## src/hdl/assert_macros.svh

```systemverilog
// Assertion helpers included by the detector core.
`ifndef ASSERT_MACROS_SVH
`define ASSERT_MACROS_SVH

// Same-cycle implication, checked outside of reset.
`define VDRD_ASSERT_NOW(label, clk, rstn, ante, cons) \
    label: assert property (@(posedge clk) disable iff (!(rstn)) (ante) |-> (cons)) \
        else $error("vdrd assertion failed");

// Next-cycle implication, checked outside of reset.
`define VDRD_ASSERT_NEXT(label, clk, rstn, ante, cons) \
    label: assert property (@(posedge clk) disable iff (!(rstn)) (ante) |=> (cons)) \
        else $error("vdrd assertion failed");

`endif

```

## src/hdl/vdrd_pkg.sv

```systemverilog
package vdrd_pkg;

    // Field widths.
    localparam int COORD_BITS  = 12;
    localparam int SAMPLE_BITS = 16;
    localparam int LINE_BITS   = 10;
    localparam int EXT_BITS    = 8;
    localparam int GOOD_BITS   = EXT_BITS + 1;

    // Stream data widths, padded to whole bytes.
    localparam int S_FIELD_BITS = SAMPLE_BITS + COORD_BITS + LINE_BITS;
    localparam int M_FIELD_BITS = COORD_BITS + COORD_BITS + LINE_BITS;
    localparam int S_TDATA_W    = ((S_FIELD_BITS + 7) / 8) * 8;
    localparam int M_TDATA_W    = ((M_FIELD_BITS + 7) / 8) * 8;

    // Configuration port.
    localparam int CFG_INDEX_BITS = 3;
    localparam int CFG_DATA_BITS  = COORD_BITS;

    // Active line windows: first line and one past the last line.
    localparam logic [LINE_BITS-1:0] PAL_FIRST_LINE  = LINE_BITS'(22);
    localparam logic [LINE_BITS-1:0] PAL_LINE_LIMIT  = LINE_BITS'(308);
    localparam logic [LINE_BITS-1:0] NTSC_FIRST_LINE = LINE_BITS'(20);
    localparam logic [LINE_BITS-1:0] NTSC_LINE_LIMIT = LINE_BITS'(259);
    localparam logic [SAMPLE_BITS-1:0] SAMPLE_MAX    = {SAMPLE_BITS{1'b1}};

    // Register reset values.
    localparam logic [EXT_BITS-1:0]   RST_POST_TRIGGER = EXT_BITS'(10);
    localparam logic [EXT_BITS-1:0]   RST_PRE_EXT      = EXT_BITS'(16);
    localparam logic [EXT_BITS-1:0]   RST_POST_EXT     = EXT_BITS'(10);
    localparam logic [COORD_BITS-1:0] RST_BURST_START  = COORD_BITS'(0);
    localparam logic [COORD_BITS-1:0] RST_ACTIVE_END   = COORD_BITS'(1023);

    // Register indexes.
    typedef enum logic [CFG_INDEX_BITS-1:0] {
        REG_POST_TRIGGER = 3'd0,
        REG_PRE_EXT      = 3'd1,
        REG_POST_EXT     = 3'd2,
        REG_BURST_START  = 3'd3,
        REG_ACTIVE_END   = 3'd4,
        REG_SOURCE_PAL   = 3'd5
    } reg_idx_t;

    typedef struct packed {
        logic [EXT_BITS-1:0]   post_trigger_width;
        logic [EXT_BITS-1:0]   pre_extension;
        logic [EXT_BITS-1:0]   post_extension;
        logic [COORD_BITS-1:0] burst_start_x;
        logic [COORD_BITS-1:0] active_end_x;
        logic                  source_is_pal;
    } cfg_t;

    typedef struct packed {
        logic [LINE_BITS-1:0]   line_number;
        logic [COORD_BITS-1:0]  pixel_x;
        logic [SAMPLE_BITS-1:0] sample_value;
    } item_t;

    typedef struct packed {
        logic                  run_active;
        logic [GOOD_BITS-1:0]  good_count;
        logic [COORD_BITS-1:0] run_start_x;
    } run_state_t;

    typedef struct packed {
        logic [LINE_BITS-1:0]  dropout_line;
        logic [COORD_BITS-1:0] end_x;
        logic [COORD_BITS-1:0] start_x;
    } result_t;

endpackage

```

## src/hdl/vdrd_step.sv

```systemverilog
// Per-sample run tracking: next run state and the closing result.
module vdrd_step (
    input  vdrd_pkg::cfg_t       cfg,
    input  vdrd_pkg::item_t      item,
    input  vdrd_pkg::run_state_t cur,
    output vdrd_pkg::run_state_t nxt,
    output logic                 emit,
    output vdrd_pkg::result_t    result
);

    localparam int CB = vdrd_pkg::COORD_BITS;
    localparam int GB = vdrd_pkg::GOOD_BITS;

    logic                   line_ok;
    logic                   x_ok;
    logic                   bad_raw;
    logic                   line_end;
    logic                   force_close;
    logic                   bad;
    logic [GB-1:0]          ptw_wide;
    logic [GB-1:0]          gc_base;
    logic [GB-1:0]          gc_inc;
    logic [CB-1:0]          pre_wide;
    logic [CB:0]            end_sum;
    logic [CB:0]            end_raw;

    // Line and position window.
    always_comb begin
        if (cfg.source_is_pal) begin
            line_ok = (item.line_number >= vdrd_pkg::PAL_FIRST_LINE) &&
                      (item.line_number <  vdrd_pkg::PAL_LINE_LIMIT);
        end else begin
            line_ok = (item.line_number >= vdrd_pkg::NTSC_FIRST_LINE) &&
                      (item.line_number <  vdrd_pkg::NTSC_LINE_LIMIT);
        end
        x_ok = (item.pixel_x >= cfg.burst_start_x) && (item.pixel_x <= cfg.active_end_x);
    end

    // Dropout test; near the line end a sample is treated as good and the
    // good counter is loaded so that an open run closes here.
    assign bad_raw     = (item.sample_value == '0) ||
                         (item.sample_value == vdrd_pkg::SAMPLE_MAX);
    assign line_end    = ({1'b0, item.pixel_x} + (CB+1)'(1)) >= {1'b0, cfg.active_end_x};
    assign force_close = line_end && (cur.run_active || bad_raw);
    assign bad         = bad_raw && !force_close;
    assign ptw_wide    = {1'b0, cfg.post_trigger_width};
    assign gc_base     = force_close ? (ptw_wide + GB'(1)) : cur.good_count;
    assign gc_inc      = gc_base + GB'(1);

    // Run state update.
    always_comb begin
        nxt  = cur;
        emit = 1'b0;
        if (line_ok && x_ok) begin
            if (bad) begin
                if (!cur.run_active) begin
                    nxt.run_active  = 1'b1;
                    nxt.run_start_x = item.pixel_x;
                end
                nxt.good_count = '0;
            end else if (!cur.run_active) begin
                nxt.good_count = gc_base;
            end else if (gc_inc > ptw_wide) begin
                nxt.run_active = 1'b0;
                nxt.good_count = '0;
                emit           = 1'b1;
            end else begin
                nxt.good_count = gc_inc;
            end
        end
    end

    // Extended start, clamped at zero.
    assign pre_wide = CB'(cfg.pre_extension);
    assign result.start_x = (cur.run_start_x >= pre_wide) ? (cur.run_start_x - pre_wide) : '0;

    // Extended end: closing pixel minus one plus the post extension,
    // clamped to zero and to the active end.
    assign end_sum = {1'b0, item.pixel_x} + (CB+1)'(cfg.post_extension);
    assign end_raw = (end_sum == '0) ? '0 : (end_sum - (CB+1)'(1));
    assign result.end_x = (end_raw >= {1'b0, cfg.active_end_x}) ? cfg.active_end_x
                                                                 : end_raw[CB-1:0];
    assign result.dropout_line = item.line_number;

endmodule

```

## src/hdl/video_dropout_run_detector_core.sv

```systemverilog
// Channel  | Direction | Handshake              | Payload
// s_       | in        | s_tvalid / s_tready    | s_tdata: sample, pixel_x, line
// m_       | out       | m_tvalid / m_tready    | m_tdata: start_x, end_x, line
// cfg_     | in        | cfg_valid / cfg_ready  | cfg_index, cfg_data
//
// One sample is taken per clock while the m_ side is not stalled. A request is
// held in the input register, and its result (if any) is loaded into the output
// register once that register is free, which raises m_tvalid. The run
// state is updated in that single step, which sets the one-per-clock rate.
// Reset (aresetn, synchronous) clears both stages and the run state and loads
// the register defaults. A stalled m_ side holds the result and, once the input
// register is full, drops s_tready; configuration writes are always taken.
`include "assert_macros.svh"

module video_dropout_run_detector_core (
    input  logic                                  aclk,
    input  logic                                  aresetn,
    input  logic                                  s_tvalid,
    output logic                                  s_tready,
    // [15:0] sample_value, [27:16] pixel_x, [37:28] line_number, rest zero
    input  logic [vdrd_pkg::S_TDATA_W-1:0]        s_tdata,
    output logic                                  m_tvalid,
    input  logic                                  m_tready,
    // [11:0] start_x, [23:12] end_x, [33:24] dropout_line, rest zero
    output logic [vdrd_pkg::M_TDATA_W-1:0]        m_tdata,
    input  logic                                  cfg_valid,
    output logic                                  cfg_ready,
    input  logic [vdrd_pkg::CFG_INDEX_BITS-1:0]   cfg_index,
    input  logic [vdrd_pkg::CFG_DATA_BITS-1:0]    cfg_data
);

    vdrd_pkg::cfg_t       cfg_reg;
    vdrd_pkg::item_t      item_reg;
    logic                 in_valid_reg;
    vdrd_pkg::run_state_t state_reg;
    vdrd_pkg::run_state_t state_next;
    vdrd_pkg::result_t    result_reg;
    vdrd_pkg::result_t    step_result;
    logic                 m_valid_reg;
    logic                 step_emit;
    logic                 out_free;
    logic                 consume;

    // Configuration registers.
    assign cfg_ready = 1'b1;

    always_ff @(posedge aclk) begin
        if (!aresetn) begin
            cfg_reg.post_trigger_width <= vdrd_pkg::RST_POST_TRIGGER;
            cfg_reg.pre_extension      <= vdrd_pkg::RST_PRE_EXT;
            cfg_reg.post_extension     <= vdrd_pkg::RST_POST_EXT;
            cfg_reg.burst_start_x      <= vdrd_pkg::RST_BURST_START;
            cfg_reg.active_end_x       <= vdrd_pkg::RST_ACTIVE_END;
            cfg_reg.source_is_pal      <= 1'b0;
        end else if (cfg_valid) begin
            unique case (cfg_index)
                vdrd_pkg::REG_POST_TRIGGER:
                    cfg_reg.post_trigger_width <= cfg_data[vdrd_pkg::EXT_BITS-1:0];
                vdrd_pkg::REG_PRE_EXT:
                    cfg_reg.pre_extension <= cfg_data[vdrd_pkg::EXT_BITS-1:0];
                vdrd_pkg::REG_POST_EXT:
                    cfg_reg.post_extension <= cfg_data[vdrd_pkg::EXT_BITS-1:0];
                vdrd_pkg::REG_BURST_START:
                    cfg_reg.burst_start_x <= cfg_data[vdrd_pkg::COORD_BITS-1:0];
                vdrd_pkg::REG_ACTIVE_END:
                    cfg_reg.active_end_x <= cfg_data[vdrd_pkg::COORD_BITS-1:0];
                vdrd_pkg::REG_SOURCE_PAL:
                    cfg_reg.source_is_pal <= cfg_data[0];
                default: ;
            endcase
        end
    end

    // Flow control: the input register drains whenever the output is free.
    assign out_free = !m_valid_reg || m_tready;
    assign consume  = in_valid_reg && out_free;
    assign s_tready = !in_valid_reg || out_free;

    // Input register.
    always_ff @(posedge aclk) begin
        if (!aresetn) begin
            in_valid_reg <= 1'b0;
        end else if (s_tready) begin
            in_valid_reg <= s_tvalid;
        end
    end

    always_ff @(posedge aclk) begin
        if (s_tready && s_tvalid) begin
            item_reg <= vdrd_pkg::item_t'(s_tdata[vdrd_pkg::S_FIELD_BITS-1:0]);
        end
    end

    vdrd_step u_step (
        .cfg    (cfg_reg),
        .item   (item_reg),
        .cur    (state_reg),
        .nxt    (state_next),
        .emit   (step_emit),
        .result (step_result)
    );

    // Run state advances once per consumed request.
    always_ff @(posedge aclk) begin
        if (!aresetn) begin
            state_reg <= '0;
        end else if (consume) begin
            state_reg <= state_next;
        end
    end

    // Output register.
    always_ff @(posedge aclk) begin
        if (!aresetn) begin
            m_valid_reg <= 1'b0;
        end else if (out_free) begin
            m_valid_reg <= consume && step_emit;
        end
    end

    always_ff @(posedge aclk) begin
        if (consume && step_emit) begin
            result_reg <= step_result;
        end
    end

    assign m_tvalid = m_valid_reg;
    assign m_tdata  = vdrd_pkg::M_TDATA_W'(result_reg);

    // A result can only come from an open run, and closing it ends the run.
    `VDRD_ASSERT_NOW(a_emit_from_run, aclk, aresetn, consume && step_emit, state_reg.run_active)
    `VDRD_ASSERT_NEXT(a_emit_closes, aclk, aresetn, consume && step_emit, !state_reg.run_active)
    // The reported end never passes the active end.
    `VDRD_ASSERT_NOW(a_end_clamped, aclk, aresetn, m_valid_reg,
                     result_reg.end_x <= cfg_reg.active_end_x)

endmodule
```

## config.mk

```make
export PLATFORM = sky130hd
export DESIGN_NAME = video_dropout_run_detector_core
export DESIGN_NICKNAME = d
export VERILOG_FILES = /design/src/hdl/vdrd_pkg.sv /design/src/hdl/vdrd_step.sv /design/src/hdl/video_dropout_run_detector_core.sv
export VERILOG_INCLUDE_DIRS = /design/src /design/src/hdl
export SDC_FILE = /design/constraint.sdc
export NUM_CORES = 1
export LEC_CHECK = 0
export BUFFER_PORTS_ARGS = -buffer_cell sky130_fd_sc_hd__buf_2
export CAP_MARGIN = 5
export CORE_MARGIN = 10
export CORE_UTILIZATION = 35
export DETAILED_ROUTE_END_ITERATION = 10
export GPL_TIMING_DRIVEN = 0
export HOLD_SLACK_MARGIN = 0.05
export SYNTH_ARGS = -nofsm -noshare
export SYNTH_HDL_FRONTEND = slang
export SYNTH_SLANG_ARGS = --single-unit
export TNS_END_PERCENT = 100
```

## constraint.sdc

```tcl
create_clock -name aclk -period 7.9 [get_ports aclk]
set_input_delay 0.395 -clock aclk [delete_from_list [all_inputs] [get_ports aclk]]
set_output_delay 0.395 -clock aclk [all_outputs]
set_load 0.01 [all_outputs]
```

Word-level counts from Yosys, hierarchy flattened. Cells that the tools add are included.

Multiplexer cells: 13. Reductions and logical operators: 27. Equal/unequal tests: 6. Add/subtract/negate cells: 6. $lt $le $gt $ge: 10. Bitwise operators: 1.

Operators with widths (count): two-way mux 9 bit (3); greater-or-equal comparator 13 x 12 -> 1 bit (2); greater-or-equal comparator 10 x 5 -> 1 bit, second input constant (2); less-than comparator 10 x 9 -> 1 bit, second input constant (2); == test 16 bit, second input constant (1); zero test 16 bit (1); AND reduction 2 bit (7); adder 12 x 1 -> 13 bit, second input constant (1); adder 12 x 8 -> 13 bit (1); zero test 13 bit (1); two-way mux 13 bit (1); subtractor 13 x 1 -> 13 bit, second input constant (1); greater-or-equal comparator 12 bit (1); greater-or-equal comparator 12 x 8 -> 1 bit (1); <= comparator 12 bit (1); two-way mux 12 bit (1); subtractor 12 x 8 -> 12 bit (1); two-way mux 10 bit (1); adder 8 x 1 -> 9 bit, second input constant (1); adder 9 x 1 -> 9 bit, second input constant (1); > comparator 9 x 8 -> 1 bit (1); logical AND 1 bit (9); two-way mux 1 bit (7); == test 3 x 2 -> 1 bit, second input constant (2); 7 further kinds (13).

Word-level logic and storage cells: 80. Bits in registers: 145. Output and inout port bits: 43.

Depth between registers and ports, before layout.
Depth in word-level cells: 12. Gate-level depth with buffers: 24. Depth with buffers taken out: 24.

Modules after synthesis. A second synthesis with hierarchy kept.

Cell total of the unflattened synthesis: 937. Area total of the unflattened synthesis: 9066.2 sq um.

Modules (own cells, without submodules): video_dropout_run_detector_core (cells each 381, times used 1, area an instance 4944.7 sq um, seq. area each 3623.5 sq um); vdrd_step (cells each 556, times used 1, area an instance 4121.5 sq um, seq. area each 0.0 sq um).

Worst setup path after synthesis. Ideal clock, no wire load.

Path type: register to register. From: register item_reg[25] (netlist bit). To: register result_reg, in the netlist m_tdata[0], enable pin. Library setup time: 513 ps. Period minus slack after synthesis: 8285 ps. Buffers on the path: 1. Setup slack: -385 ps. Stages on the path, launching flop included: 24. Arrival time: 7771 ps. Cells stage by stage: edfxtp_1 clkbuf_1 and3_1 nand4_1 xnor2_1 ha_1 and3_1 nor3b_1 a221oi_1 a31oi_2 mux2i_1 ha_1 nand2_1 nor3_1 o32ai_1 xor2_1 a21oi_1 ha_1 o21a_1 o21a_1 o22ai_1 a21oi_1 nor2_1 nor4_1.

Cells in the longest elaborated chain, start to end: 11. Elaborated cells on any way between the ends: 17. Those cells by class: add/sub (2); order compare (4); mux (5); reduce/logical (6).

RTL lines: start: declaration (RTL line video_dropout_run_detector_core.sv:33) `vdrd_pkg::item_t item_reg;`; start signal: assignment (RTL line video_dropout_run_detector_core.sv:90) `item_reg <= vdrd_pkg::item_t'(s_tdata[vdrd_pkg::S_FIELD_BITS-1:0]);`; adder 12 x 1 -> 13 bit (RTL line vdrd_step.sv:43) `assign line_end = ({1'b0, item.pixel_x} + (CB+1)'(1)) >= {1'b0, cfg.active_end_x};`; greater-or-equal comparator 13 x 12 -> 1 bit (RTL line vdrd_step.sv:43); logical AND 1 bit (RTL line vdrd_step.sv:44) `assign force_close = line_end && (cur.run_active || bad_raw);`; two-way mux 9 bit (RTL line vdrd_step.sv:47) `assign gc_base = force_close ? (ptw_wide + GB'(1)) : cur.good_count;`; adder 9 x 1 -> 9 bit (RTL line vdrd_step.sv:48) `assign gc_inc = gc_base + GB'(1);`; > comparator 9 x 8 -> 1 bit (RTL line vdrd_step.sv:63) `end else if (gc_inc > ptw_wide) begin`; two-way mux 1 bit (RTL line vdrd_step.sv:63); two-way mux 1 bit (RTL line vdrd_step.sv:61) `end else if (!cur.run_active) begin`; two-way mux 1 bit (RTL line vdrd_step.sv:55) `if (bad) begin`; two-way mux 1 bit * (RTL line vdrd_step.sv:54) `if (line_ok && x_ok) begin`; logical AND 1 bit * (RTL line video_dropout_run_detector_core.sv:122) `if (consume && step_emit) begin`; end signal: assignment (RTL line video_dropout_run_detector_core.sv:123) `result_reg <= step_result;`; end: declaration (RTL line video_dropout_run_detector_core.sv:37) `vdrd_pkg::result_t result_reg;`.

Mark *: on every way between the ends. The rest lies on a longest branch, timed or not. A chain may end at the register's enable or synchronous reset.

Final worst setup path.
From: register item_reg[17] (netlist bit). To: register result_reg, in the netlist m_tdata[22], enable pin.

The elaborated chain is that of the path after synthesis.

==> results by group <==
Layout
  – # fillers: between 2000 and 2500
  – Share of cells above drive strength 1: 0.156
  – Area of the multi-input gates: about 4600 um^2
  – Reg area: approximately 3600 um^2
  – Area delta synth->final: 17.2%
  – Post-route insts no fill: around 1400
  – Max FFs per register: 49
  – Nets: approximately 1200

Clock network
  – TritonCTS clock tree: done
  – # clock sinks: between 100 and 150
  – CTS-repair resized insts: 0
  – CTS Buf Count: 17
  – CTS Root Cell: clkbuf_16
  – H-tree Lvls: 4
  – Post-CTS setup repair buffer count: 0
  – Clock transition at path regs: ~0.06 ns
  – Skew-Pair Late Insertion Delay: approximately 0.43 ns
  – Clock Tree Buf Depth: 2
  – Hold buffers post-CTS: 0

Synthesis
  – Mux contribution to synthesized area: 0.0465
  – Yosys warns: 0
  – Async SR Flop Fraction: 0
  – Adder-Cell Fraction of Synth Area: 0.116
  – Top cells by area, synth: edfxtp_1, dfxtp_1, ha_1
  – Largest family of logic cells by synthesized area: simple AND/OR/NAND/NOR gates
  – Flip-flop and latch count after synthesis: between 100 and 150
  – Cell variety after synth: 65
  – Register area share after synthesis: 0.420
  – EDFF count, synth: between 70 and 80
  – Post-Synth XOR/XNOR Area: 0.0365
  – Mean Syn Cell Area: 9.37 um^2
  – Yosys top cell by area: edfxtp_1
  – Compound-gate portion of the synthesized area: 0.142
  – Cell Area, Synth: about 8600 um^2
  – Main synth FF type: dfxtp_1
  – Simple-Gate Fraction of Synth Area: 0.188
  – Post-synth top area share: 0.250
  – Cells after synthesis: around 920

Global route
  – Pin count of the biggest net entering global routing: 39
  – Initial antenna violation count: 1
  – GRT Util Overall: 0.149
  – Vias in the first global route: approximately 7000
  – First-pass GRT wire length: between 30 and 40 mm
  – Grt ovf: 0

Routing
  – Iter 0 DRT Violations: between 400 and 500
  – Via count: slightly above 7000
  – Wire per inst: around 17 um
  – Detailed Routing Iterations Pass 1: 5
  – Total Routed Length: 23.4 mm
  – # DRC: 0
  – Via/cell ratio: between 5 and 6
  – DRT antenna net count: 0

Setup path
  – Slowest stage delay, CP: between 0.6 and 0.7 ns
  – Worst Setup End Kind: flop
  – Crit-path slowest cell: edfxtp_1
  – R2R cell count: 25
  – Worst EP required: between 8 and 9 ns
  – R2R Setup Slk: 0.89 ns
  – Worst EP arrival: 7.15 ns
  – R2R Path Start: item_reg[17]
  – Crit path buffers/inverters: 2
  – Maximum net fanout on the critical path: 16
  – Reg-to-reg endpoint: m_tdata[22]
  – Crit-path most repeated cell: ha_1
  – CP Launch Type: flop
  – Critical path type: reg -> reg
  – Cell family contributing the most delay on the critical path: compound AO/OA/AOI/OAI gates

STA
  – Min Tclk post-route: ~7 ns
  – Fin. Hold Viols: 0
  – Worst Max-Slew Pin Slew: approximately 1.1 ns
  – Final Max Slew Viols: 0
  – Period utilization: 0.887
  – Fmax: 143 MHz
  – Min Hold Slack: ~0.14 ns
  – Final Skew: approximately 0.0064 ns
  – Slew headroom: 0.277
  – Total negative slack: 0 ns
  – Final number of setup-violating endpoints: 0
  – RSZ-0062 raised after global routing: no

Power and ir drop
  – PwrDens: approximately 180 nW/um^2
  – P_leak: between 0.004 and 0.005 uW
  – Maximum VDD drop: about 0.12 mV

Placement
  – Dpl hpwl: 18.3 mm
  – Placed cells: 1344
  – Count of input and output buffers: between 90 and 100
  – RD Place Congestion: slightly above 0.9

Min path
  – Min-delay src: s_tdata[4]
  – Hold EP: item_reg[4]
  – Hold path cells: 1
  – Worst min-delay path category: in -> reg

Floorplan
  – Core area: between 20000 and 25000 um^2
  – I/O Pins: 103
  – Initial Utilization: 0.355
  – FP Rows: 57
  – Die width: around 180 um
  – Die Y: 177 um
  – Die area: 31400 um^2

Status
  – Status: completed

Run
  – Max-cap check violation count: 0
## cell families after synthesis
family / count (synthesis)
flops: 145
xor+xnor: 36
simple gates: 333
other cells: 2
mux: 35
fa+ha+maj: 79
compound gates: 191
buf+inv: 101
## placed cells by master, fill, tap and decap left out, drive strengths merged, types with 29 or more instances in the layout
master	Yosys	layout
nand2	135	135
buf	13	106
ha	77	77
a21oi	73	73
dfxtp	73	73
edfxtp	72	72
inv	62	67
nor2	48	48
clkbuf	26	44
o21ai	29	29
xnor2	29	29
## layer usage
metal | up-vias | global-route usage | wire length (um)
met5 | - | 0 | 0
met4 | 0 | 0.0522 | 467
met3 | 26 | 0.0331 | 1480
met2 | 184 | 0.232 | 10200
met1 | 3282 | 0.197 | 11300
li1 | 3561 | - | -
## how the worst max path moves through the flow
stage,startpoint,end,slack (ns),cells after the start
after floorplan,item_reg[25],m_tdata[0],1.09,23
after CTS,item_reg[17],m_tdata[22],0.89,25
after global routing,item_reg[17],m_tdata[22],0.39,25
after detailed placement,item_reg[17],m_tdata[23],0.93,25
after global placement,item_reg[17],m_tdata[21],-1.11,23
final,item_reg[17],m_tdata[22],0.89,25
## per-stage QoR
step | instance area, um^2 | total power (uW) | setup WS (ns) | utilization
finish | 10100 | 1870 | 0.894 | 0.416
floorplan | 8660 | 1020 | 1.09 | -
detailed placement | 9560 | 1100 | 0.926 | 0.393
global placement | 9520 | 1090 | -1.11 | 0.392
CTS | 10100 | 1880 | 0.889 | 0.416
global route | 10100 | 1940 | 0.385 | 0.416
## synthesized netlist by cell type (all sizes together), types with 13 or more instances
library cell and number:
nand2 135, clkbuf 26, dfxtp 73, nand3 17
buf 13, edfxtp 72, ha 77, nand4 24
nor2 48, xnor2 29, mux2i 21, inv 62
o21ai 29, a21oi 73, nor3 19, o211ai 15
mux2 14
## worst reg2reg max path, stage by stage, from the launching register on
cell and delay (ns):
edfxtp_1 0.63, ha_1 0.37, nand4_1 0.23, nor2_1 0.19, xor2_1 0.18, ha_1 0.27, and3_1 0.18, nor3b_1 0.13
a221oi_1 0.49, a31oi_2 0.40, mux2i_1 0.45, ha_1 0.38, nand2_1 0.08, nor3_1 0.19, o32ai_1 0.19, xor2_1 0.18
a21oi_1 0.11, ha_1 0.32, o21a_1 0.11, o21a_1 0.10, o22ai_1 0.06, a21oi_1 0.27, nor2_1 0.18, nor4_4 0.53
buf_6 0.28, buf_8 0.18
## report_power, final
part           internal [uW]  switching [uW]  total (uW)
clock                    438             342         780
sequential               816            27.1         843
combinational            102             140         242
## area by class of cell
class,count,area share
Tap cell,324,0.0400
Clock inverter,14,0.0131
Clock buffer,18,0.0424
Buffer,39,0.0195
Timing Repair Buffer,93,0.0476
Sequential cell,145,0.358
Multi-Input combinational cell,681,0.456
Antenna cell,1,0.000247
Inverter,62,0.0230
(Power assumes the default switching activity.)
